[src/design/esw_pkg.sv]
// ----------------------------------------------------------------------------
// esw_pkg: shared types and helpers of the escalating stall watchdog
// Event codes, threshold limits, payload structs and the threshold clamp.
// ----------------------------------------------------------------------------
package esw_pkg;

  localparam int unsigned ThrW     = 16;
  localparam int unsigned TimeW    = 32;
  localparam int unsigned CfgIdxW  = 2;

  localparam logic [ThrW-1:0] ThrMin = 16'd120;
  localparam logic [ThrW-1:0] ThrMax = 16'd60000;

  localparam logic [ThrW-1:0] ReportRst = 16'd400;
  localparam logic [ThrW-1:0] SevereRst = 16'd5000;
  localparam logic [ThrW-1:0] TraceRst  = 16'd2000;

  typedef enum logic [1:0] {
    KIND_BEAT   = 2'd0,
    KIND_SHOWN  = 2'd1,
    KIND_SAMPLE = 2'd2
  } esw_kind_e;

  typedef enum logic [CfgIdxW-1:0] {
    REG_REPORT = 2'd0,
    REG_SEVERE = 2'd1,
    REG_TRACE  = 2'd2
  } esw_reg_e;

  typedef struct packed {
    logic [1:0]       kind;
    logic [TimeW-1:0] now_ms;
  } esw_in_t;

  typedef struct packed {
    logic             reported;
    logic [TimeW-1:0] stall_age_ms;
    logic             is_severe;
    logic             trace_due;
    logic [TimeW-1:0] stall_total;
    logic [TimeW-1:0] severe_total;
    logic [TimeW-1:0] worst_age_ms;
    logic             worst_before_window;
    logic             window_is_shown;
  } esw_out_t;

  // Effective thresholds, already clamped
  typedef struct packed {
    logic [ThrW-1:0] report;
    logic [ThrW-1:0] severe;
    logic [ThrW-1:0] trace;
  } esw_thr_t;

  function automatic logic [ThrW-1:0] clamp_thr(input logic [ThrW-1:0] v);
    logic [ThrW-1:0] r;
    if (v < ThrMin) begin
      r = ThrMin;
    end else if (v > ThrMax) begin
      r = ThrMax;
    end else begin
      r = v;
    end
    return r;
  endfunction

endpackage

[src/design/esw_if.sv]
// ----------------------------------------------------------------------------
// esw_if: request channels of the escalating stall watchdog
// One interface for incoming events and one for stall reports.
// ----------------------------------------------------------------------------
interface esw_in_if;
  import esw_pkg::*;
  logic    valid;
  logic    ready;
  esw_in_t data;

  modport source (output valid, output data, input ready);
  modport sink   (input valid, input data, output ready);
endinterface

interface esw_out_if;
  import esw_pkg::*;
  logic     valid;
  logic     ready;
  esw_out_t data;

  modport source (output valid, output data, input ready);
  modport sink   (input valid, input data, output ready);
endinterface

[src/design/esw_cfg.sv]
// ----------------------------------------------------------------------------
// esw_cfg: threshold registers
// Holds the three threshold registers and drives their clamped values.
// ----------------------------------------------------------------------------
module esw_cfg (
  input  logic                          clk_i,
  input  logic                          rst_ni,
  input  logic                          cfg_we_i,
  input  logic [esw_pkg::CfgIdxW-1:0]   cfg_idx_i,
  input  logic [esw_pkg::ThrW-1:0]      cfg_wdata_i,
  output esw_pkg::esw_thr_t             thr_o
);
  import esw_pkg::*;

  logic [ThrW-1:0] report_q, severe_q, trace_q;
  logic [ThrW-1:0] report_eff;
  logic [ThrW-1:0] trace_eff;

  always_ff @(posedge clk_i or negedge rst_ni) begin
    if (!rst_ni) begin
      report_q <= ReportRst;
      severe_q <= SevereRst;
      trace_q  <= TraceRst;
    end else if (cfg_we_i) begin
      unique case (cfg_idx_i)
        REG_REPORT: report_q <= cfg_wdata_i;
        REG_SEVERE: severe_q <= cfg_wdata_i;
        REG_TRACE:  trace_q  <= cfg_wdata_i;
        default: ;
      endcase
    end
  end

  // Trace threshold never sits below the report threshold
  always_comb begin
    report_eff   = clamp_thr(report_q);
    trace_eff    = clamp_thr(trace_q);
    thr_o.report = report_eff;
    thr_o.severe = clamp_thr(severe_q);
    thr_o.trace  = (trace_eff > report_eff) ? trace_eff : report_eff;
  end

endmodule

[src/design/esw_core.sv]
// ----------------------------------------------------------------------------
// esw_core: watchdog state and per-event update
// Holds the episode state and computes one result per event in one pass.
// ----------------------------------------------------------------------------
module esw_core (
  input  logic                clk_i,
  input  logic                rst_ni,
  input  logic                en_i,
  input  esw_pkg::esw_in_t    item_i,
  input  esw_pkg::esw_thr_t   thr_i,
  output esw_pkg::esw_out_t   res_o
);
  import esw_pkg::*;

  logic [TimeW-1:0] last_beat_q, last_beat_d;
  logic             fresh_q, fresh_d;
  logic [TimeW-1:0] next_rep_q, next_rep_d;
  logic             stall_cnt_q, stall_cnt_d;
  logic             sev_cnt_q, sev_cnt_d;
  logic [TimeW-1:0] stall_tot_q, stall_tot_d;
  logic [TimeW-1:0] sev_tot_q, sev_tot_d;
  logic [TimeW-1:0] worst_q, worst_d;
  logic             early_q, early_d;
  logic             shown_q, shown_d;
  logic [TimeW-1:0] shown_time_q, shown_time_d;

  logic [TimeW-1:0] age;
  logic [TimeW-1:0] dbl;
  logic [TimeW-1:0] sev_ext;
  logic             rep, sev, trc;

  always_comb begin
    last_beat_d  = last_beat_q;
    fresh_d      = fresh_q;
    next_rep_d   = next_rep_q;
    stall_cnt_d  = stall_cnt_q;
    sev_cnt_d    = sev_cnt_q;
    stall_tot_d  = stall_tot_q;
    sev_tot_d    = sev_tot_q;
    worst_d      = worst_q;
    early_d      = early_q;
    shown_d      = shown_q;
    shown_time_d = shown_time_q;
    rep          = 1'b0;
    sev          = 1'b0;
    trc          = 1'b0;
    age          = '0;
    sev_ext      = {{(TimeW-ThrW){1'b0}}, thr_i.severe};
    dbl          = '0;

    case (item_i.kind)
      KIND_BEAT: begin
        last_beat_d = item_i.now_ms;
        fresh_d     = 1'b1;
      end
      KIND_SHOWN: begin
        shown_time_d = item_i.now_ms;
        shown_d      = 1'b1;
      end
      KIND_SAMPLE: begin
        age = item_i.now_ms - last_beat_q;
        if (fresh_q) begin
          // Re-arm the episode
          fresh_d     = 1'b0;
          next_rep_d  = {{(TimeW-ThrW){1'b0}}, thr_i.report};
          stall_cnt_d = 1'b0;
          sev_cnt_d   = 1'b0;
        end else if (age >= next_rep_q) begin
          rep = 1'b1;
          if (!stall_cnt_q) begin
            stall_cnt_d = 1'b1;
            stall_tot_d = (&stall_tot_q) ? stall_tot_q : stall_tot_q + 1'b1;
          end
          sev = (age >= sev_ext);
          if (sev && !sev_cnt_q) begin
            sev_cnt_d = 1'b1;
            sev_tot_d = (&sev_tot_q) ? sev_tot_q : sev_tot_q + 1'b1;
          end
          if (age > worst_q) begin
            worst_d = age;
            early_d = !shown_q || (last_beat_q < shown_time_q);
          end
          trc = (age >= {{(TimeW-ThrW){1'b0}}, thr_i.trace});
          // Double the age, saturate, and hold at severe until severe is seen
          dbl = age[TimeW-1] ? '1 : {age[TimeW-2:0], 1'b0};
          if (!sev_cnt_d && (dbl > sev_ext)) begin
            next_rep_d = sev_ext;
          end else begin
            next_rep_d = dbl;
          end
        end
      end
      default: ;
    endcase

    res_o.reported            = rep;
    res_o.stall_age_ms        = age;
    res_o.is_severe           = sev;
    res_o.trace_due           = trc;
    res_o.stall_total         = stall_tot_d;
    res_o.severe_total        = sev_tot_d;
    res_o.worst_age_ms        = worst_d;
    res_o.worst_before_window = early_d;
    res_o.window_is_shown     = shown_d;
  end

  always_ff @(posedge clk_i or negedge rst_ni) begin
    if (!rst_ni) begin
      last_beat_q  <= '0;
      fresh_q      <= 1'b0;
      next_rep_q   <= {{(TimeW-ThrW){1'b0}}, ReportRst};
      stall_cnt_q  <= 1'b0;
      sev_cnt_q    <= 1'b0;
      stall_tot_q  <= '0;
      sev_tot_q    <= '0;
      worst_q      <= '0;
      early_q      <= 1'b0;
      shown_q      <= 1'b0;
      shown_time_q <= '0;
    end else if (en_i) begin
      last_beat_q  <= last_beat_d;
      fresh_q      <= fresh_d;
      next_rep_q   <= next_rep_d;
      stall_cnt_q  <= stall_cnt_d;
      sev_cnt_q    <= sev_cnt_d;
      stall_tot_q  <= stall_tot_d;
      sev_tot_q    <= sev_tot_d;
      worst_q      <= worst_d;
      early_q      <= early_d;
      shown_q      <= shown_d;
      shown_time_q <= shown_time_d;
    end
  end

endmodule

[src/design/escalating_stall_watchdog_unit.sv]
// ----------------------------------------------------------------------------
// escalating_stall_watchdog_unit: escalating stall watchdog, top level
// Input register, single-pass event update and result register.
// ----------------------------------------------------------------------------
// Usage:
//   Events (heartbeat, window shown, monitor sample) arrive with a millisecond
//   timestamp on in_if; every event yields exactly one request on out_if with
//   the stall verdict of a sample and the running totals.
//   Thresholds are written through cfg_we_i / cfg_idx_i / cfg_wdata_i while
//   the block is idle; index 0 report, 1 severe, 2 trace. Other indexes drop.
//   The event is first captured in the input register; the update lands in
//   the result register once that register is free or being drained, and
//   out_if presents the result from there.
//   Throughput: one event per cycle while out_if takes results; the rate is
//   set by the combinational state update (a 32-bit subtract, compares and a doubling).
//   Reset clears all episode state and counters, loads the default
//   thresholds (400, 5000, 2000 ms) and empties both registers.
//   When the receiver stalls, the result register holds its request; the
//   input register still fills, then in_if.ready falls until out_if drains.
// ----------------------------------------------------------------------------
module escalating_stall_watchdog_unit (
  input  logic                          clk_i,
  input  logic                          rst_ni,
  esw_in_if.sink                        in_if,
  esw_out_if.source                     out_if,
  input  logic                          cfg_we_i,
  input  logic [esw_pkg::CfgIdxW-1:0]   cfg_idx_i,
  input  logic [esw_pkg::ThrW-1:0]      cfg_wdata_i
);
  import esw_pkg::*;

  esw_thr_t thr;
  esw_in_t  item_q;
  logic     item_v_q;
  esw_out_t res_d, res_q;
  logic     res_v_q;
  logic     advance;

  esw_cfg u_cfg (
    .clk_i       (clk_i),
    .rst_ni      (rst_ni),
    .cfg_we_i    (cfg_we_i),
    .cfg_idx_i   (cfg_idx_i),
    .cfg_wdata_i (cfg_wdata_i),
    .thr_o       (thr)
  );

  // Move the held event into the result register when that slot is free
  assign advance     = item_v_q && (!res_v_q || out_if.ready);
  assign in_if.ready = !item_v_q || advance;

  always_ff @(posedge clk_i or negedge rst_ni) begin
    if (!rst_ni) begin
      item_v_q <= 1'b0;
    end else if (in_if.ready) begin
      item_v_q <= in_if.valid;
    end
  end

  always_ff @(posedge clk_i) begin
    if (in_if.valid && in_if.ready) begin
      item_q <= in_if.data;
    end
  end

  esw_core u_core (
    .clk_i  (clk_i),
    .rst_ni (rst_ni),
    .en_i   (advance),
    .item_i (item_q),
    .thr_i  (thr),
    .res_o  (res_d)
  );

  // Hold the result until the receiver takes it
  always_ff @(posedge clk_i or negedge rst_ni) begin
    if (!rst_ni) begin
      res_v_q <= 1'b0;
    end else if (advance) begin
      res_v_q <= 1'b1;
    end else if (out_if.ready) begin
      res_v_q <= 1'b0;
    end
  end

  always_ff @(posedge clk_i) begin
    if (advance) begin
      res_q <= res_d;
    end
  end

  assign out_if.valid = res_v_q;
  assign out_if.data  = res_q;

endmodule
[src/flat_wrapper.sv]
// flat-port wrapper written by rule: the top's interface ports become plain ports
module escalating_stall_watchdog_unit_flat import esw_pkg::*;
  (clk_i, rst_ni, cfg_we_i, cfg_idx_i, cfg_wdata_i, in_if_valid, in_if_data, in_if_ready, out_if_valid, out_if_data, out_if_ready);
  esw_in_if in_if_i ();
  esw_out_if out_if_i ();
  input  logic clk_i;
  input  logic rst_ni;
  input  logic cfg_we_i;
  input  logic [esw_pkg::CfgIdxW-1:0] cfg_idx_i;
  input  logic [esw_pkg::ThrW-1:0] cfg_wdata_i;
  input wire logic [$bits(in_if_i.valid)-1:0] in_if_valid;
  input wire logic [$bits(in_if_i.data)-1:0] in_if_data;
  output wire logic [$bits(in_if_i.ready)-1:0] in_if_ready;
  output wire logic [$bits(out_if_i.valid)-1:0] out_if_valid;
  output wire logic [$bits(out_if_i.data)-1:0] out_if_data;
  input wire logic [$bits(out_if_i.ready)-1:0] out_if_ready;
  assign in_if_i.valid = in_if_valid;
  assign in_if_i.data = in_if_data;
  assign in_if_ready = in_if_i.ready;
  assign out_if_valid = out_if_i.valid;
  assign out_if_data = out_if_i.data;
  assign out_if_i.ready = out_if_ready;
  escalating_stall_watchdog_unit u_core (.clk_i(clk_i), .rst_ni(rst_ni), .in_if(in_if_i), .out_if(out_if_i), .cfg_we_i(cfg_we_i), .cfg_idx_i(cfg_idx_i), .cfg_wdata_i(cfg_wdata_i));
endmodule
[config.mk]
export PLATFORM = sky130hd
export DESIGN_NAME = escalating_stall_watchdog_unit_flat
export DESIGN_NICKNAME = d
export VERILOG_FILES = /design/src/design/esw_pkg.sv /design/src/design/esw_if.sv /design/src/design/esw_cfg.sv /design/src/design/esw_core.sv /design/src/design/escalating_stall_watchdog_unit.sv /design/src/flat_wrapper.sv
export SDC_FILE = /design/constraint.sdc
export NUM_CORES = 1
export LEC_CHECK = 0
export ABC_CLOCK_PERIOD_IN_PS = 15800
export BUFFER_PORTS_ARGS = -buffer_cell sky130_fd_sc_hd__buf_2
export CORE_MARGIN = 2
export CORE_UTILIZATION = 55
export CTS_CLUSTER_SIZE = 24
export DETAILED_ROUTE_END_ITERATION = 10
export PLACE_DENSITY = 0.75
export SETUP_SLACK_MARGIN = 0.02
export SLEW_MARGIN = 10
export SYNTH_ARGS = -nofsm -noshare
export SYNTH_HDL_FRONTEND = slang
export SYNTH_SLANG_ARGS = --single-unit
[constraint.sdc]
create_clock -name clk_i -period 15.8 [get_ports clk_i]
set_input_delay 3.16 -clock clk_i [delete_from_list [all_inputs] [get_ports clk_i]]
set_output_delay 3.16 -clock clk_i [all_outputs]
set_load 0.02 [all_outputs]
Word-level counts from Yosys, hierarchy flattened:

Index checks and enable logic that the tools add are counted.

* multiplexer cells: 42
* equal/unequal tests: 4
* reductions and logical operators: 28
* add/sub/neg operators: 3
* magnitude comparators: 13
* bitwise gates (word level): 2

Operator list (count)
* 2-to-1 mux 32 bit: 18
* 2-to-1 mux 16 bit: 7
* adder 32 x 1 -> 32 bit (second input constant): 2
* >= comparator 32 x 16 -> 1 bit: 2
* AND reduction 32 bit: 2
* > comparator 16 bit (second input constant): 3
* < comparator 16 x 7 -> 1 bit (second input constant): 3
* >= comparator 32 bit: 1
* > comparator 32 x 16 -> 1 bit: 1
* > comparator 32 bit: 1
* < comparator 32 bit: 1
* subtractor 32 bit: 1
* > comparator 16 bit: 1
* 2-to-1 mux 1 bit: 16
* AND reduction 2 bit: 6
* nonzero test 2 bit: 3
* logical NOT 1 bit: 5
* == test 2 x 1 -> 1 bit (second input constant): 2
* == test 2 bit (second input constant): 2
* logical AND 1 bit: 4
* logical NOT 2 bit: 2
* logical OR 1 bit: 3
* AND reduction 3 bit: 1
* OR reduction 3 bit: 1
* other kinds (3): 4

* output and inout port bits: 135
* bits in registers: 414
* word-level logic and storage cells: 119
* input port bits: 57

Logic depth before layout (Yosys ltp):

* depth after elaboration: 14
* mapped depth: 33
* mapped depth without buffers: 31

Modules after synthesis:

Synthesis repeated with hierarchy kept, for this count alone.

* cell total of the unflattened synthesis: 2251
* area total of the unflattened synthesis: 24194.5 um^2

By module, submodules not included
* esw_core: instances 1, area an instance 16084.2 um^2, sequential area each 4933.5 um^2, cells each 1792
* escalating_stall_watchdog_unit: instances 1, area an instance 5118.7 um^2, sequential area each 5064.9 um^2, cells each 175
* esw_cfg: instances 1, area an instance 2991.6 um^2, sequential area each 1218.7 um^2, cells each 284

Worst setup path before layout:

No wires, ideal clock.

* kind: input-to-reg
* start: in out_if_ready
* end: reg u_core.u_core.stall_tot_q[25]
* buffers on the path: 1
* data required time: 15.721 ns
* library setup time: 0.079 ns
* stages: 7
* slack: 7.564 ns
* data arrival time: 8.157 ns
* cells stage by stage: nand2b_1 -> nand2_1 -> inv_2 -> buf_1 -> nand2_1 -> nor2_1 -> xor2_1

* cells in the longest elaborated chain, start to end: 2

Ends and longest elaborated chain
* from (decl): line flat_wrapper.sv:16 `input wire logic [$bits(out_if_i.ready)-1:0] out_if_ready;`
* logical OR 1 bit: line escalating_stall_watchdog_unit.sv:49 `assign advance = item_v_q && (!res_v_q || out_if.ready);`
* logical AND 1 bit: line escalating_stall_watchdog_unit.sv:49
* named net u_core.advance: line escalating_stall_watchdog_unit.sv:37 `logic advance;`
* to (signal assigned): line esw_core.sv:126 `stall_tot_q <= stall_tot_d;`
* to (decl): line esw_core.sv:20 `logic [TimeW-1:0] stall_tot_q, stall_tot_d;`

The timed path passes the listed nets, and every way through them passes these cells.
A chain may end at the register's enable or synchronous reset.

Final worst setup path:

* start: in out_if_ready
* end: out in_if_ready

* cells in the longest elaborated chain, start to end: 3

Ends and longest elaborated chain
* logical OR 1 bit: line escalating_stall_watchdog_unit.sv:49
* logical AND 1 bit: line escalating_stall_watchdog_unit.sv:49
* logical OR 1 bit: line escalating_stall_watchdog_unit.sv:50 `assign in_if.ready = !item_v_q || advance;`
* to (decl): line flat_wrapper.sv:13 `output wire logic [$bits(in_if_i.ready)-1:0] in_if_ready;`

No other way between the ends.

==> summary.txt <==
outcome: finished, final reports clean
I/O pin cnt: 192
CTS clk-pin slew, worst paths: 0.06 ns
unique cell type count in the Yosys netlist: 83
CP most frequent cell: buf_2
Fmax: 148 MHz
dominant synthesized flop cell: dfrtp_1
crit path time final: 6.77 ns
number of enable flip-flop cells after synthesis: 167
layout cells sized above 1: 0.182
CTS hold repair buffers: 0
PwrDens: 166 mW/mm2
fin nets: 2714
number of I/O port buffers: 191
Leak: 12.3 nW
crit-path leading delay family: buffers and inverters
routed len/inst: 19.2 um
core region area: 0.0422 mm2
vias in the first global route: 17500
clock tree buffer depth: 3
RR Startpoint: u_core.u_cfg.report_q[3]$_DFFE_PN0P_
CP peak stage delay: 0.18 ns
HP Start: u_core.u_core.stall_cnt_q$_DFFE_PN0P_
sequential cell area fraction in the yosys report: 0.474
Pins Over Slew Limit: 0
crit-path cells: buf_2 -> nand3b_1 -> buf_2
1st-iter DRT viols: 1496
Worst Path Buf+Inv: 2
vias: 17700
Final period util: 0.428
CP max stage cell: buf_2
RSZ-0062 raised after global routing: no
warnings from Yosys: 0
worst setup path startpoint: out_if_ready
Rows: 75
post-CTS sizing: 0
Total Routed Length: 58500 um
Max FO, Critical Path: 3
Placer Congestion: 0.928
Antenna Nets Post-Route: 0
Syn Inst Count: 2282
area of the die: 0.0447 mm2
HP Class: flop to flop
WP data arrival: 3.61 ns
clk_lat worst skew: 0.59 ns
CP Launch Type: input port
postcts setup bufs: 0
max_slew headroom: 0.281
most frequent cells in the layout: 241 x nand2_1, 230 x dfrtp_1, 192 x inv_1, 192 x ha_1, 190 x buf_2
die height: 211 um
number of vias per cell: 5.84
clk root buf: clkbuf_16
syn nets: 2532
Layout Cells excl Fill: 3040
DRT Pass-1 Iters: 6
Worst IR Drop VDD: 0.000116 V
Placed Cells: 2957
Fin. Hold Viols: 0
first-pass GRT wire length: 94100 um
worst path required time: 12.64 ns
final setup vio count: 0
max-cap viol count: 0
Total Routing Usage GR: 0.267
clock sinks: 414
Synth Register Bits: 414
Worst Hold Margin: 0.488 ns
area added between synthesis and finish: 12.5%
TritonCTS clock tree: yes
initial antenna violation count: 1
Die X: 211 um
Crit. End Element: output pin
Worst Path Class, Setup: input port to output pin
clock skew: 0.0188 ns
ys async rst share: 0.597
worst slew pin tran: 1.08 ns
initial core utilization: 0.560
post-DP HPWL: 42400 um
TNS Setup: 0 ns
Mean Syn Cell Area: 10.4 um2
CTS Buf Count: 44
drc violations: 0
CTS H-Tree Depth: 2
grt total ovfl: 0
most common cell after layout, fill and taps aside: nand2_1
Mapped Area: 0.0237 mm2
largest net degree at the start of global routing: 122
==> registers in the layout, indices dropped and copies added, names as in the netlist, 16 cells and up <==
name                        cells
u_core.u_core.stall_tot_q      32
u_core.u_core.sev_tot_q        32
u_core.u_core.shown_time_q     32
u_core.item_q                  34
u_core.out_if.data            133
u_core.u_cfg.report_q          16
u_core.u_core.worst_q          32
u_core.u_cfg.severe_q          16
u_core.u_core.next_rep_q       32
u_core.u_cfg.trace_q           16
u_core.u_core.last_beat_q      32
==> kinds of logic after synthesis <==
logic type,Yosys count,share of synthesized area
compound gates,405,0.106
xor+xnor,146,0.0544
fa+ha+maj,193,0.102
buf+inv,277,0.0472
flops,414,0.474
mux,151,0.0695
simple gates,696,0.146
==> final timing paths <==
| kind | end | slack, ns | cells past startpoint |
|---|---|---|---|
| min in group asynchronous | u_core.u_cfg.trace_q[5]$_DFFE_PN0P_ | 2.67 | 1 |
| worst min-delay path | u_core.u_core.stall_cnt_q$_DFFE_PN0P_ | 0.49 | 2 |
| worst max-delay path | in_if_ready | 9.03 | 3 |
| worst min register to register | u_core.u_core.stall_cnt_q$_DFFE_PN0P_ | 0.49 | 2 |
| max in group asynchronous | u_core.u_core.shown_time_q[25]$_DFFE_PN0P_ | 11.65 | 2 |
| worst max register to register | u_core.out_if.data[98]$_SDFFCE_PP0P_ | 9.11 | 29 |
==> power breakdown <==
part           internal [W]  switching (W)
clock network      0.000603       0.000439
registers           0.00136       0.000129
logic              0.000730        0.00115
==> per-stage QoR <==
step | area, um2 | utilization | total power, W | worst slack [ns]
6_report | 26600 | 0.630 | 0.00441 | 9.03
3_5_place_dp | 25200 | 0.596 | 0.00334 | 9.03
3_3_place_gp | 25200 | 0.596 | 0.00326 | 9.04
2_1_floorplan | 23700 | - | 0.00277 | 7.56
5_1_grt | 26600 | 0.630 | 0.00472 | 8.43
4_1_cts | 26600 | 0.630 | 0.00441 | 9.03
==> cell type report <==
| class | instances | area [um2] |
|---|---|---|
| Sequential cell | 414 | 11200 |
| Multi-Input combinational cell | 1591 | 11400 |
| Clock inverter | 28 | 253 |
| Timing Repair Buffer | 220 | 1180 |
| Fill cell | 3378 | 15600 |
| Tap cell | 539 | 674 |
| Antenna cell | 1 | 2.50 |
| Inverter | 193 | 729 |
| Clock buffer | 54 | 1190 |
==> synth_stat cells (50+ instances only) <==
master / number / area (um2)
inv_1: 192 / 721
edfxtp_1: 167 / 5010
xor2_1: 98 / 858
nand4_1: 50 / 313
a21o_1: 68 / 510
dfrtp_1: 230 / 5760
nor3_1: 63 / 315
nand2_1: 241 / 905
ha_1: 192 / 2400
mux2_2: 104 / 1170
nand3_1: 51 / 255
o21ai_0: 109 / 546
clkbuf_1: 62 / 233
a21oi_1: 109 / 546
nor2_1: 132 / 495
==> layer usage <==
metal,vias to the layer above,share of wire,GRT usage
li1,8426,-,-
met3,104,0.062,0.0418
met2,576,0.46,0.420
met5,-,0,0
met1,8639,0.45,0.379
met4,0,0.029,0.0862
==> worst reg2reg max path: cells and delay by family, from the launching register on <==
family / cells / cell delay, ns
DFF: 1 / 0.42
adders and majority gates: 2 / 0.62
muxes: 1 / 0.38
AOI/OAI and AO/OA: 19 / 3.54
and+or+nand+nor: 6 / 1.18
buffers and inverters: 1 / 0.28
Note: power is estimated with default switching activity, not from simulation.
